$ cat src/hdl/auto_backlight_level_control_defines.svh
// assertion macros for the backlight level control
`ifndef AUTO_BACKLIGHT_LEVEL_CONTROL_DEFINES_SVH
`define AUTO_BACKLIGHT_LEVEL_CONTROL_DEFINES_SVH

// same-cycle implication, clocked on clk, off during reset
`define ABL_ASSERT_NOW(lbl, ante, cons, msg) \
	lbl: assert property (@(posedge clk) disable iff (!arst_n) (ante) |-> (cons)) else $error(msg);

// next-cycle implication
`define ABL_ASSERT_NEXT(lbl, ante, cons, msg) \
	lbl: assert property (@(posedge clk) disable iff (!arst_n) (ante) |=> (cons)) else $error(msg);

`endif

$ cat src/hdl/abl_pkg.sv
package abl_pkg;

	localparam int SMP_W      = 12;
	localparam int PCT_W      = 7;
	localparam int LVL_W      = 4;
	localparam int CNT_W      = 5;
	localparam int CMD_W      = 2;
	localparam int IVL_W      = 8;
	localparam int MARGIN_W   = 8;
	localparam int CFG_IDX_W  = 3;
	localparam int CFG_DATA_W = 8;

	localparam logic [CMD_W-1:0] CMD_SAMPLE  = 2'd0;
	localparam logic [CMD_W-1:0] CMD_MANUAL  = 2'd1;
	localparam logic [CMD_W-1:0] CMD_RESTART = 2'd2;

	localparam logic [CFG_IDX_W-1:0] REG_AUTO_ENABLE     = 3'd0;
	localparam logic [CFG_IDX_W-1:0] REG_HYST_MARGIN     = 3'd1;
	localparam logic [CFG_IDX_W-1:0] REG_DEBOUNCE_LIMIT  = 3'd2;
	localparam logic [CFG_IDX_W-1:0] REG_INIT_INTERVAL   = 3'd3;
	localparam logic [CFG_IDX_W-1:0] REG_NORMAL_INTERVAL = 3'd4;

	localparam logic                RST_AUTO_ENABLE     = 1'b0;
	localparam logic [MARGIN_W-1:0] RST_HYST_MARGIN     = 8'd40;
	localparam logic [CNT_W-1:0]    RST_DEBOUNCE_LIMIT  = 5'd10;
	localparam logic [IVL_W-1:0]    RST_INIT_INTERVAL   = 8'd1;
	localparam logic [IVL_W-1:0]    RST_NORMAL_INTERVAL = 8'd50;

	localparam logic [CNT_W-1:0] CNT_MAX = 5'd31;

	localparam logic [SMP_W-1:0] THRESH_TAB [16] = '{
		12'd409, 12'd819, 12'd1228, 12'd1638, 12'd2048, 12'd2457, 12'd2867, 12'd3276,
		12'd3686, 12'd4030, 12'd4095, 12'd4095, 12'd4095, 12'd4095, 12'd4095, 12'd4095
	};

	localparam logic [PCT_W-1:0] PCT_TAB [16] = '{
		7'd10, 7'd20, 7'd30, 7'd40, 7'd50, 7'd60, 7'd70, 7'd80,
		7'd90, 7'd100, 7'd100, 7'd100, 7'd100, 7'd100, 7'd100, 7'd100
	};

	typedef struct packed {
		logic             fill_end;
		logic             regulate;
		logic             manual;
		logic             init_after;
		logic [LVL_W-1:0] man_level;
	} abl_ctl_t;

	function automatic logic [CNT_W-1:0] bump(input logic [CNT_W-1:0] c);
		return (c == CNT_MAX) ? CNT_MAX : c + CNT_W'(1);
	endfunction

endpackage

$ cat src/hdl/abl_window.sv
module abl_window #(
	parameter int WINDOW = 10,
	parameter int LEVELS = 10,
	localparam int SUM_W = abl_pkg::SMP_W + $clog2(WINDOW)
) (
	input  logic                         clk,
	input  logic                         arst_n,
	input  logic                         auto_enable,
	input  logic                         in_valid,
	output logic                         in_ready,
	input  logic [abl_pkg::CMD_W-1:0]    command,
	input  logic [abl_pkg::SMP_W-1:0]    light_sample,
	input  logic [abl_pkg::PCT_W-1:0]    manual_brightness,
	output logic                         s2_valid,
	input  logic                         s2_ready,
	output abl_pkg::abl_ctl_t            s2_ctl,
	output logic [SUM_W-1:0]             s2_sum
);
	import abl_pkg::*;

	localparam int IDX_W = $clog2(WINDOW);
	localparam logic [IDX_W-1:0] IDX_LAST = IDX_W'(WINDOW - 1);

	logic [SMP_W-1:0] window_mem [WINDOW];

	logic [IDX_W-1:0] wr_idx_q;
	logic             init_q;
	logic [SUM_W-1:0] sum_q;
	logic             in_acc;
	logic             is_sample;
	logic             do_restart;
	logic             init_next;
	logic [LVL_W-1:0] man_level;
	logic             s1_free;
	logic             s2_free;

	logic             v1_s1;
	logic             first_s1;
	logic             fill_s1;
	logic [SMP_W-1:0] sample_s1;
	logic [SMP_W-1:0] old_s1;
	abl_ctl_t         ctl_s1;
	logic [SUM_W-1:0] sum_next;

	logic             v2_s2;
	abl_ctl_t         ctl_s2;
	logic [SUM_W-1:0] sum_s2;

	assign s2_free  = !v2_s2 || s2_ready;
	assign s1_free  = !v1_s1 || s2_free;
	assign in_ready = s1_free;
	assign in_acc   = in_valid && in_ready;

	assign is_sample  = (command == CMD_SAMPLE) && auto_enable;
	assign do_restart = (command == CMD_RESTART) && auto_enable && !init_q;

	always_comb begin
		init_next = init_q;
		if (is_sample && init_q && (wr_idx_q == IDX_LAST)) begin
			init_next = 1'b0;
		end else if (do_restart) begin
			init_next = 1'b1;
		end
	end

	// first level whose percent covers the request
	always_comb begin
		man_level = LVL_W'(LEVELS - 1);
		for (int i = LEVELS - 2; i >= 0; i--) begin
			if (manual_brightness <= PCT_TAB[i]) begin
				man_level = LVL_W'(i);
			end
		end
	end

	// write index and fill phase move at acceptance
	always_ff @(posedge clk or negedge arst_n) begin
		if (!arst_n) begin
			wr_idx_q <= '0;
			init_q   <= 1'b1;
		end else if (in_acc) begin
			init_q <= init_next;
			if (is_sample) begin
				wr_idx_q <= (wr_idx_q == IDX_LAST) ? '0 : wr_idx_q + IDX_W'(1);
			end else if (do_restart) begin
				wr_idx_q <= '0;
			end
		end
	end

	// read of the outgoing entry and write of the new one share the address
	always_ff @(posedge clk) begin
		if (in_acc && is_sample) begin
			old_s1                 <= window_mem[wr_idx_q];
			window_mem[wr_idx_q]   <= light_sample;
		end
	end

	always_ff @(posedge clk or negedge arst_n) begin
		if (!arst_n) begin
			v1_s1 <= 1'b0;
		end else if (s1_free) begin
			v1_s1 <= in_valid;
		end
	end

	always_ff @(posedge clk) begin
		if (in_acc) begin
			sample_s1            <= light_sample;
			first_s1             <= is_sample && init_q && (wr_idx_q == '0);
			fill_s1              <= is_sample && init_q;
			ctl_s1.fill_end      <= is_sample && init_q && (wr_idx_q == IDX_LAST);
			ctl_s1.regulate      <= is_sample && !init_q;
			ctl_s1.manual        <= (command == CMD_MANUAL);
			ctl_s1.init_after    <= init_next;
			ctl_s1.man_level     <= man_level;
		end
	end

	// running window sum
	always_comb begin
		sum_next = sum_q;
		if (first_s1) begin
			sum_next = SUM_W'(sample_s1);
		end else if (fill_s1) begin
			sum_next = sum_q + SUM_W'(sample_s1);
		end else if (ctl_s1.regulate) begin
			sum_next = sum_q - SUM_W'(old_s1) + SUM_W'(sample_s1);
		end
	end

	always_ff @(posedge clk or negedge arst_n) begin
		if (!arst_n) begin
			sum_q <= '0;
			v2_s2 <= 1'b0;
		end else begin
			if (v1_s1 && s2_free) begin
				sum_q <= sum_next;
			end
			if (s2_free) begin
				v2_s2 <= v1_s1;
			end
		end
	end

	always_ff @(posedge clk) begin
		if (s2_free) begin
			ctl_s2 <= ctl_s1;
			sum_s2 <= sum_next;
		end
	end

	assign s2_valid = v2_s2;
	assign s2_ctl   = ctl_s2;
	assign s2_sum   = sum_s2;

endmodule

$ cat src/hdl/abl_level.sv
`include "auto_backlight_level_control_defines.svh"

module abl_level #(
	parameter int WINDOW = 10,
	parameter int LEVELS = 10,
	localparam int SUM_W = abl_pkg::SMP_W + $clog2(WINDOW)
) (
	input  logic                          clk,
	input  logic                          arst_n,
	input  logic [abl_pkg::MARGIN_W-1:0]  hysteresis_margin,
	input  logic [abl_pkg::CNT_W-1:0]     debounce_limit,
	input  logic [abl_pkg::IVL_W-1:0]     init_interval,
	input  logic [abl_pkg::IVL_W-1:0]     normal_interval,
	input  logic                          s2_valid,
	output logic                          s2_ready,
	input  abl_pkg::abl_ctl_t             s2_ctl,
	input  logic [SUM_W-1:0]              s2_sum,
	output logic                          out_valid,
	input  logic                          out_ready,
	output logic [abl_pkg::PCT_W-1:0]     brightness_percent,
	output logic                          brightness_update,
	output logic [abl_pkg::LVL_W-1:0]     light_level,
	output logic                          initializing,
	output logic [abl_pkg::IVL_W-1:0]     next_interval
);
	import abl_pkg::*;

	localparam int CMP_W = SUM_W + 1;
	localparam logic [LVL_W-1:0] LVL_MAX = LVL_W'(LEVELS - 1);

	logic [LVL_W-1:0] adopted_q;
	logic [LVL_W-1:0] bright_q;
	logic [CNT_W-1:0] up_q;
	logic [CNT_W-1:0] dn_q;
	logic             out_v_q;

	logic [CMP_W-1:0] sum_x;
	logic [CMP_W-1:0] margin_w;
	logic [15:0]      below;
	logic [15:0]      hold_dn;
	logic [15:0]      hold_up;
	logic [LVL_W-1:0] raw_level;
	logic [LVL_W-1:0] new_level;
	logic [LVL_W-1:0] step;
	logic [LVL_W:0]   bright_up;
	logic [CNT_W-1:0] up_pre;
	logic [CNT_W-1:0] dn_pre;

	logic [LVL_W-1:0] adopted_d;
	logic [LVL_W-1:0] bright_d;
	logic [CNT_W-1:0] up_d;
	logic [CNT_W-1:0] dn_d;
	logic             upd_d;
	logic             s2_move;

	assign s2_ready = !out_v_q || out_ready;
	assign s2_move  = s2_valid && s2_ready;

	assign sum_x    = CMP_W'(s2_sum);
	assign margin_w = CMP_W'(hysteresis_margin) * CMP_W'(WINDOW);

	// threshold compares kept in sum units, so no average is formed
	always_comb begin
		for (int i = 0; i < 16; i++) begin
			below[i]   = sum_x < CMP_W'(THRESH_TAB[i]) * CMP_W'(WINDOW);
			hold_dn[i] = (sum_x + margin_w) >= (CMP_W'(THRESH_TAB[i]) + CMP_W'(1)) * CMP_W'(WINDOW);
			hold_up[i] = sum_x < CMP_W'(THRESH_TAB[i]) * CMP_W'(WINDOW) + margin_w;
		end
	end

	always_comb begin
		raw_level = LVL_MAX;
		for (int i = LEVELS - 2; i >= 0; i--) begin
			if (below[i]) begin
				raw_level = LVL_W'(i);
			end
		end
	end

	// hysteresis around the adopted level
	always_comb begin
		new_level = raw_level;
		if (({1'b0, raw_level} + (LVL_W+1)'(1) == {1'b0, adopted_q}) && hold_dn[raw_level]) begin
			new_level = adopted_q;
		end else if (({1'b0, raw_level} == {1'b0, adopted_q} + (LVL_W+1)'(1)) && hold_up[adopted_q]) begin
			new_level = adopted_q;
		end
	end

	always_comb begin
		adopted_d = adopted_q;
		bright_d  = bright_q;
		up_d      = up_q;
		dn_d      = dn_q;
		upd_d     = 1'b0;
		step      = '0;
		bright_up = '0;
		up_pre    = up_q;
		dn_pre    = dn_q;
		if (s2_ctl.fill_end) begin
			adopted_d = raw_level;
			bright_d  = raw_level;
			upd_d     = 1'b1;
		end else if (s2_ctl.regulate) begin
			if (new_level > adopted_q) begin
				step   = new_level - adopted_q;
				up_pre = (step > LVL_W'(1)) ? bump(up_q) : up_q;
				if (up_pre < debounce_limit) begin
					up_d = bump(up_pre);
				end else begin
					up_d      = up_pre;
					bright_up = {1'b0, bright_q} + {1'b0, step};
					bright_d  = (bright_up > {1'b0, LVL_MAX}) ? LVL_MAX : bright_up[LVL_W-1:0];
					adopted_d = new_level;
					upd_d     = 1'b1;
				end
			end else if (new_level < adopted_q) begin
				step   = adopted_q - new_level;
				dn_pre = (step > LVL_W'(1)) ? bump(dn_q) : dn_q;
				if (dn_pre < debounce_limit) begin
					dn_d = bump(dn_pre);
				end else begin
					dn_d      = dn_pre;
					bright_d  = (bright_q >= step) ? bright_q - step : '0;
					adopted_d = new_level;
					upd_d     = 1'b1;
				end
			end else begin
				up_d = '0;
				dn_d = '0;
			end
		end else if (s2_ctl.manual) begin
			bright_d = s2_ctl.man_level;
		end
	end

	always_ff @(posedge clk or negedge arst_n) begin
		if (!arst_n) begin
			adopted_q <= LVL_MAX;
			bright_q  <= LVL_MAX;
			up_q      <= '0;
			dn_q      <= '0;
			out_v_q   <= 1'b0;
		end else begin
			if (s2_ready) begin
				out_v_q <= s2_valid;
			end
			if (s2_move) begin
				adopted_q <= adopted_d;
				bright_q  <= bright_d;
				up_q      <= up_d;
				dn_q      <= dn_d;
			end
		end
	end

	always_ff @(posedge clk) begin
		if (s2_move) begin
			brightness_percent <= PCT_TAB[bright_d];
			brightness_update  <= upd_d;
			light_level        <= adopted_d;
			initializing       <= s2_ctl.init_after;
			next_interval      <= s2_ctl.init_after ? init_interval : normal_interval;
		end
	end

	assign out_valid = out_v_q;

	`ABL_ASSERT_NOW(a_level_range, 1'b1, (adopted_q <= LVL_MAX) && (bright_q <= LVL_MAX), "level beyond top level")
	`ABL_ASSERT_NEXT(a_idle_word_holds, s2_move && !s2_ctl.fill_end && !s2_ctl.regulate && !s2_ctl.manual, $stable(adopted_q) && $stable(bright_q), "level moved on an idle word")
	`ABL_ASSERT_NEXT(a_update_source, s2_move && !s2_ctl.fill_end && !s2_ctl.regulate, !brightness_update, "update flagged on a non-sample word")

endmodule

$ cat src/hdl/auto_backlight_level_control.sv
// Automatic backlight level control. Takes one word per clock on the input
// channel when the output side keeps up; each word gives exactly one result,
// presented on the output after the window memory read at acceptance, the
// running-sum update and the level decision into the output register. The
// rate is set by the single-port window memory, read and written once per
// sample at the same address; the sum is kept running, so no sample needs a
// pass over the whole window. No clearing pass follows reset: stored entries
// are only used once a complete fill has written the window. Configuration
// registers (index: auto_enable, hysteresis_margin, debounce_limit,
// init_interval, normal_interval) are to be written by the user only while
// the block is idle; the block itself does not enforce this.
module auto_backlight_level_control #(
	parameter int WINDOW = 10,
	parameter int LEVELS = 10
) (
	input  logic                            clk,
	input  logic                            arst_n,
	input  logic                            cfg_write,
	input  logic [abl_pkg::CFG_IDX_W-1:0]   cfg_index,
	input  logic [abl_pkg::CFG_DATA_W-1:0]  cfg_data,
	input  logic                            in_valid,
	output logic                            in_ready,
	input  logic [abl_pkg::CMD_W-1:0]       command,
	input  logic [abl_pkg::SMP_W-1:0]       light_sample,
	input  logic [abl_pkg::PCT_W-1:0]       manual_brightness,
	output logic                            out_valid,
	input  logic                            out_ready,
	output logic [abl_pkg::PCT_W-1:0]       brightness_percent,
	output logic                            brightness_update,
	output logic [abl_pkg::LVL_W-1:0]       light_level,
	output logic                            initializing,
	output logic [abl_pkg::IVL_W-1:0]       next_interval
);
	import abl_pkg::*;

	localparam int SUM_W = SMP_W + $clog2(WINDOW);

	logic                auto_enable_q;
	logic [MARGIN_W-1:0] margin_q;
	logic [CNT_W-1:0]    limit_q;
	logic [IVL_W-1:0]    init_ivl_q;
	logic [IVL_W-1:0]    norm_ivl_q;

	logic                s2_valid;
	logic                s2_ready;
	abl_ctl_t            s2_ctl;
	logic [SUM_W-1:0]    s2_sum;

	always_ff @(posedge clk or negedge arst_n) begin
		if (!arst_n) begin
			auto_enable_q <= RST_AUTO_ENABLE;
			margin_q      <= RST_HYST_MARGIN;
			limit_q       <= RST_DEBOUNCE_LIMIT;
			init_ivl_q    <= RST_INIT_INTERVAL;
			norm_ivl_q    <= RST_NORMAL_INTERVAL;
		end else if (cfg_write) begin
			unique case (cfg_index)
				REG_AUTO_ENABLE:     auto_enable_q <= cfg_data[0];
				REG_HYST_MARGIN:     margin_q      <= cfg_data[MARGIN_W-1:0];
				REG_DEBOUNCE_LIMIT:  limit_q       <= cfg_data[CNT_W-1:0];
				REG_INIT_INTERVAL:   init_ivl_q    <= cfg_data[IVL_W-1:0];
				REG_NORMAL_INTERVAL: norm_ivl_q    <= cfg_data[IVL_W-1:0];
				default: ;
			endcase
		end
	end

	abl_window #(
		.WINDOW (WINDOW),
		.LEVELS (LEVELS)
	) u_window (
		.clk               (clk),
		.arst_n            (arst_n),
		.auto_enable       (auto_enable_q),
		.in_valid          (in_valid),
		.in_ready          (in_ready),
		.command           (command),
		.light_sample      (light_sample),
		.manual_brightness (manual_brightness),
		.s2_valid          (s2_valid),
		.s2_ready          (s2_ready),
		.s2_ctl            (s2_ctl),
		.s2_sum            (s2_sum)
	);

	abl_level #(
		.WINDOW (WINDOW),
		.LEVELS (LEVELS)
	) u_level (
		.clk                (clk),
		.arst_n             (arst_n),
		.hysteresis_margin  (margin_q),
		.debounce_limit     (limit_q),
		.init_interval      (init_ivl_q),
		.normal_interval    (norm_ivl_q),
		.s2_valid           (s2_valid),
		.s2_ready           (s2_ready),
		.s2_ctl             (s2_ctl),
		.s2_sum             (s2_sum),
		.out_valid          (out_valid),
		.out_ready          (out_ready),
		.brightness_percent (brightness_percent),
		.brightness_update  (brightness_update),
		.light_level        (light_level),
		.initializing       (initializing),
		.next_interval      (next_interval)
	);

endmodule
$ cat config.mk
export PLATFORM = sky130hd
export DESIGN_NAME = auto_backlight_level_control
export DESIGN_NICKNAME = d
export VERILOG_FILES = /design/src/hdl/abl_pkg.sv /design/src/hdl/abl_window.sv /design/src/hdl/abl_level.sv /design/src/hdl/auto_backlight_level_control.sv
export VERILOG_INCLUDE_DIRS = /design/src /design/src/hdl
export SDC_FILE = /design/constraint.sdc
export NUM_CORES = 1
export LEC_CHECK = 0
export ABC_AREA = 1
export BUFFER_PORTS_ARGS = -buffer_cell sky130_fd_sc_hd__buf_4
export CORE_ASPECT_RATIO = 1.5
export CORE_MARGIN = 4
export CORE_UTILIZATION = 30
export CTS_CLUSTER_DIAMETER = 150
export CTS_CLUSTER_SIZE = 20
export DETAILED_ROUTE_END_ITERATION = 8
export PLACE_DENSITY = 0.53
export SLEW_MARGIN = 0
export SYNTH_ARGS = -nofsm -noshare
export SYNTH_HDL_FRONTEND = slang
export SYNTH_HIERARCHICAL = 1
export SYNTH_SLANG_ARGS = --single-unit
$ cat constraint.sdc
create_clock -name clk -period 10 [get_ports clk]
set_input_delay 1.5 -clock clk [delete_from_list [all_inputs] [get_ports clk]]
set_output_delay 1.5 -clock clk [all_outputs]
set_load 0.005 [all_outputs]
# Word-level counts from Yosys, hierarchy flattened
# Memory sizes are Yosys's and may differ from the RTL's. A register that Yosys moved wholly into a read port is not among the register bits.
# Cells that the tools add are included.
# word_totals
reg_bits	132
ramBits	120
mem_bits_ro	112
in_bits	37
output_inout_bits	23
mem_count	2
# mem_list
memory	depth	width	read_ports	rd_ports_with_merged_regs	write_ports	line_no	rtl
u_window.window_mem	10	12	1	1	1	abl_window.sv:24	logic [SMP_W-1:0] window_mem [WINDOW];
(name not given)	16	7	1	1	0	abl_level.sv:159	brightness_percent <= PCT_TAB[bright_d];
# op_classes
add_sub_neg	26
multipliers	1
magnitude_cmp	50
eq_ne	14
n_mux	65
bitwise	3
n_reduce_logical	35
# op_table
op	count
$lt A16 B17 Y1	11
$mux W4	28
$ge A17 B15 Y1 const B	4
$ge A17 B16 Y1 const B	4
$add A15 B12 Y16 const A	4
$lt A16 B15 Y1 const B	4
$mux W5	11
$add A16 B12 Y17 const A	3
$mux W16	3
$ge A17 B14 Y1 const B	2
$add A16 B12 Y16	2
$lt A16 B14 Y1 const B	2
$add A14 B12 Y15 const A	2
$le A7 B6 Y1 const B	3
$le A7 B7 Y1 const B	3
$add A5 B1 Y5 const B	4
$eq A5 B5 Y1 const B	4
$add A16 B12 Y17	1
$ge A17 B13 Y1 const B	1
$lt A16 B12 Y1 const B	1
$lt A16 B13 Y1 const B	1
$lt A16 B16 Y1 const B	1
$sub A16 B12 Y16	1
$add A13 B12 Y14 const A	1
43 further kinds	93

# Logic depth before layout (Yosys ltp)
# depth
word_depth	24
mapped_depth	62

# Hierarchy
# The synthesis kept the hierarchy.
# modules_own_cells
mod	n_inst	cells_per_inst	area_each_um2
abl_window	1	994	9997.1
abl_level	1	1385	8762.2
auto_backlight_level_control	1	141	1251.2

# Worst setup path before layout
# OpenSTA, ideal clock, no wires.
# synth_timing
kind	flip-flop to flip-flop
from	register margin_q[1]
to	register u_level/brightness_percent[4] (netlist bit), data pin
t_arrival_ps	8186
required_time_ps	9747
slack_ps	1561
stages_incl_launch_ff	57
n_path_buf	2
synth_period_minus_slack_ps	8439
cell_sequence	dfrtp_1 > ha_1 > ha_1 > fa_1 > nand3_1 > nand3_1 > xnor2_1 > buf_1 > inv_1 > nor2_1 > inv_1 > nor2_1 > inv_1 > nor2_1 > nand2_1 > nor2_1 > inv_1 > nand2_1 > [... 21 more ...] > nor3_1 > inv_1 > o21ai_0 > inv_1 > ha_1 > a21oi_1 > o21a_1 > nand2_1 > nor2_1 > a21oi_1 > o21ai_0 > o21ai_1 > a21oi_1 > inv_1 > ha_1 > nand3_1 > nand3_1 > nand2_1
# synth_via
elab_chain_len	18
word_cells_on_any_way	66
cone_classes	add/sub (16); mul (1); order compare (30); mux (16); bitwise (1); reduce/logical (2)
# synth_rtl
element	line_no	rtl
start, declared	auto_backlight_level_control.sv:39	logic [MARGIN_W-1:0] margin_q;
start signal, assigned	auto_backlight_level_control.sv:59	REG_HYST_MARGIN: margin_q <= cfg_data[MARGIN_W-1:0];
$mul A8 B3 Y11 *	abl_level.sv:60	assign margin_w = CMP_W'(hysteresis_margin) * CMP_W'(WINDOW);
$add A16 B12 Y17, or another cell as far along	abl_level.sv:67	hold_up[i] = sum_x < CMP_W'(THRESH_TAB[i]) * CMP_W'(WINDOW) + margin_w;
$lt A16 B17 Y1	abl_level.sv:67	
$bmux W1 S4	abl_level.sv:85	end else if (({1'b0, raw_level} == {1'b0, adopted_q} + (LVL_W+1)'(1)) && hold_up[adopted_q]) begin
$mux W1 (not written as such)	abl_level.sv:85	
$logic_and A1 B1 Y1	abl_level.sv:85	
$mux W4	abl_level.sv:85	
$mux W4 *	abl_level.sv:83	if (({1'b0, raw_level} + (LVL_W+1)'(1) == {1'b0, adopted_q}) && hold_dn[raw_level]) begin
[... 3 more ...]	n/a	
$lt A5 B5 Y1	abl_level.sv:120	if (dn_pre < debounce_limit) begin
$mux W4	abl_level.sv:120	
$mux W4	abl_level.sv:117	end else if (new_level < adopted_q) begin
$mux W4 *	abl_level.sv:105	if (new_level > adopted_q) begin
$mux W4 *	abl_level.sv:104	end else if (s2_ctl.regulate) begin
$mux W4 *	abl_level.sv:100	if (s2_ctl.fill_end) begin
via u_level.bright_d[0]	abl_level.sv:50	logic [LVL_W-1:0] bright_d;
$not A4 Y5 (not written as such) *	abl_level.sv:159	
end, declared	abl_level.sv:20	output logic [abl_pkg::PCT_W-1:0] brightness_percent,
# Mark *: on every way through the listed nets, which the timed path passes. The rest lies on a longest branch. The select of a mux whose other input is x is not followed.
# A chain may end at the register's enable or synchronous reset.

# Final worst setup path
# Same ends and word-level chain as after synthesis.

==> qor.yml <==
hold_viol: 0
ant_nets: 0
cts-htree-levels: 1
die_w_um: 219
tritoncts: "yes"
cts.sinks: 269
grt_remaining_overflow: 0
place_hpwl_um: 47200
setup.worst_path.class: "register to register"
regArea_sq_mm: 0.00773
grt_max_degree: 65
crit_path_end_kind: "register"
grt_util_met3_pct: 1.71
rows: 115
viasPerCell: 5.02
grt_antenna_before_repair: 0
rsz0062_at_grt: "false"
maxCapViolCount: 0
timing.setup.tns_ns: 0
final_cell_mix: "nand2_1, inv_1, nand3_1"
clk_pin_slew_worst_paths_ns: 0.09
slowest_delay_ns: 0.65
syn_area_sq_mm: 0.0200
worstMarginPinSlew_ns: 1.24
numPortBuffers: 58
grt_pass1_wl_um: 94400
grt_use_met2_pct: 32.3
crit_slowest_cell: "fa_1"
avgSynthCellArea_sq_um: 7.93
finalCritPeriodShare_pct: 90.4
drt_first_pass_iters: 8
finalSetupViolations: 0
cts_root_buf: "clkbuf_16"
pin_count: 60
dieHeight_um: 324
fp.coreArea_sq_mm: 0.0658
drc: 0
mostFrequentLayoutCell: "nand2_1"
drv_slew: 0
drive_gt1_share_pct: 8.05
max_freq_ghz: 0.111
fin_nets: 2811
multi_input_comb_area_sq_mm: 0.0108
first_iter_violations: 910
grt_pass1_vias: 17400
syn_nets: 2757
cts_buffer_depth: 3
wirelength_um: 60200
dr_total_vias: 17400
fill_cells: 6961
fin_worst_skew_ns: 0.0227
wl_per_cell_um: 17.4
layout_min_cycle_time_ns: 9.04
ctsHoldBuffers: 0
initial_core_util_pct: 30.4
die-area_sq_mm: 0.0709
hp-class: "register to register"
relSlewSlack_pct: 17.3
top_usage_layer: "met2"
met1_usage_pct: 18.4
cp_data_arrival_time_ns: 9.33
clk_latency_ns: 0.53
yosysWarnings: 6
outcome: "finished clean"
gp_congestion: 0.961
path_max_fanout: 9
synthToLayoutAreaGrowth_pct: 10.3
syn_inst: 2519
grt.total_usage_pct: 16.7
antenna_cells: 0
required_ns: 10.28
crit_top_cell: "inv_1"
startpoint_type: "register"
cts_buffers: 17
## final cells by class
cell class | count | area share, %
Clock buffer | 27 | 2.29
Clock inverter | 2 | 0.0625
Inverter | 347 | 5.93
Multi-Input combinational cell | 1856 | 48.8
Sequential cell | 269 | 35.1
Tap cell | 877 | 4.98
Timing Repair Buffer | 82 | 2.79
## sequential cells by signal, indices dropped and copies added (netlist names), 6 cells and up
| signal | cells |
|---|---|
| u_window/sum_q | 16 |
| u_level/brightness_percent | 6 |
| u_window/s2_sum | 15 |
| norm_ivl_q | 8 |
| u_level/next_interval | 8 |
| init_ivl_q | 8 |
| u_window/ctl_s1 | 8 |
| u_window/window_mem | 120 |
| u_window/old_s1 | 12 |
| margin_q | 8 |
| u_window/sample_s1 | 12 |
| u_window/s2_ctl | 8 |
## per-layer routing
layer  vias up  part of all wire [%]
met5         -                     0
met4         0                   4.8
met3       140                   3.7
met2       437                    53
met1      8230                    38
li1       8557                     -
## stage by stage
step | cells | utilization, % | setup slack (ns) | area (sq um) | hold slack (ns)
2_1_floorplan | 2519 | - | 1.56 | 20000 | 0.400
3_3_place_gp | 3429 | 32.6 | 0.883 | 21500 | 0.404
3_5_place_dp | 3429 | 32.6 | 0.610 | 21500 | 0.407
4_1_cts | 3458 | 33.4 | 0.559 | 22000 | 0.427
5_1_grt | 3460 | 33.5 | 0.00830 | 22000 | 0.448
6_report | 3460 | 33.5 | 0.958 | 22000 | 0.426
## critical path: cells and delay by family (launching register included)
kind | cells | cell delay, ns
AND/OR/NAND/NOR | 27 | 3.26
flip-flops | 1 | 0.49
AO/OA/AOI/OAI | 8 | 1.19
buffers and inverters | 11 | 1.12
XOR/XNOR | 1 | 0.19
adder cells (fa/ha/maj) | 7 | 2.56
## final timing paths
check,from,cells after the start,slack [ns],endpoint
min,u_window/ctl_s1[7],0,0.43,u_window/s2_ctl[7]
max reg2reg,margin_q[1],54,0.96,u_level/brightness_percent[4]
min reg2reg,u_window/ctl_s1[7],0,0.43,u_window/s2_ctl[7]
min in group asynchronous,arst_n,1,0.77,u_level/bright_q[2]
max in group asynchronous,arst_n,2,8.03,margin_q[1]
max,margin_q[1],54,0.96,u_level/brightness_percent[4]
## timing repair
item	4_1_cts	5_1_grt
setup buffers	0	2
endpoints found under the setup margin	0	5
gates resized for setup	0	18
Power is left out: the tool's default activity adds up to more than one toggle a clock period on the data nets, which glitch-free logic cannot reach.
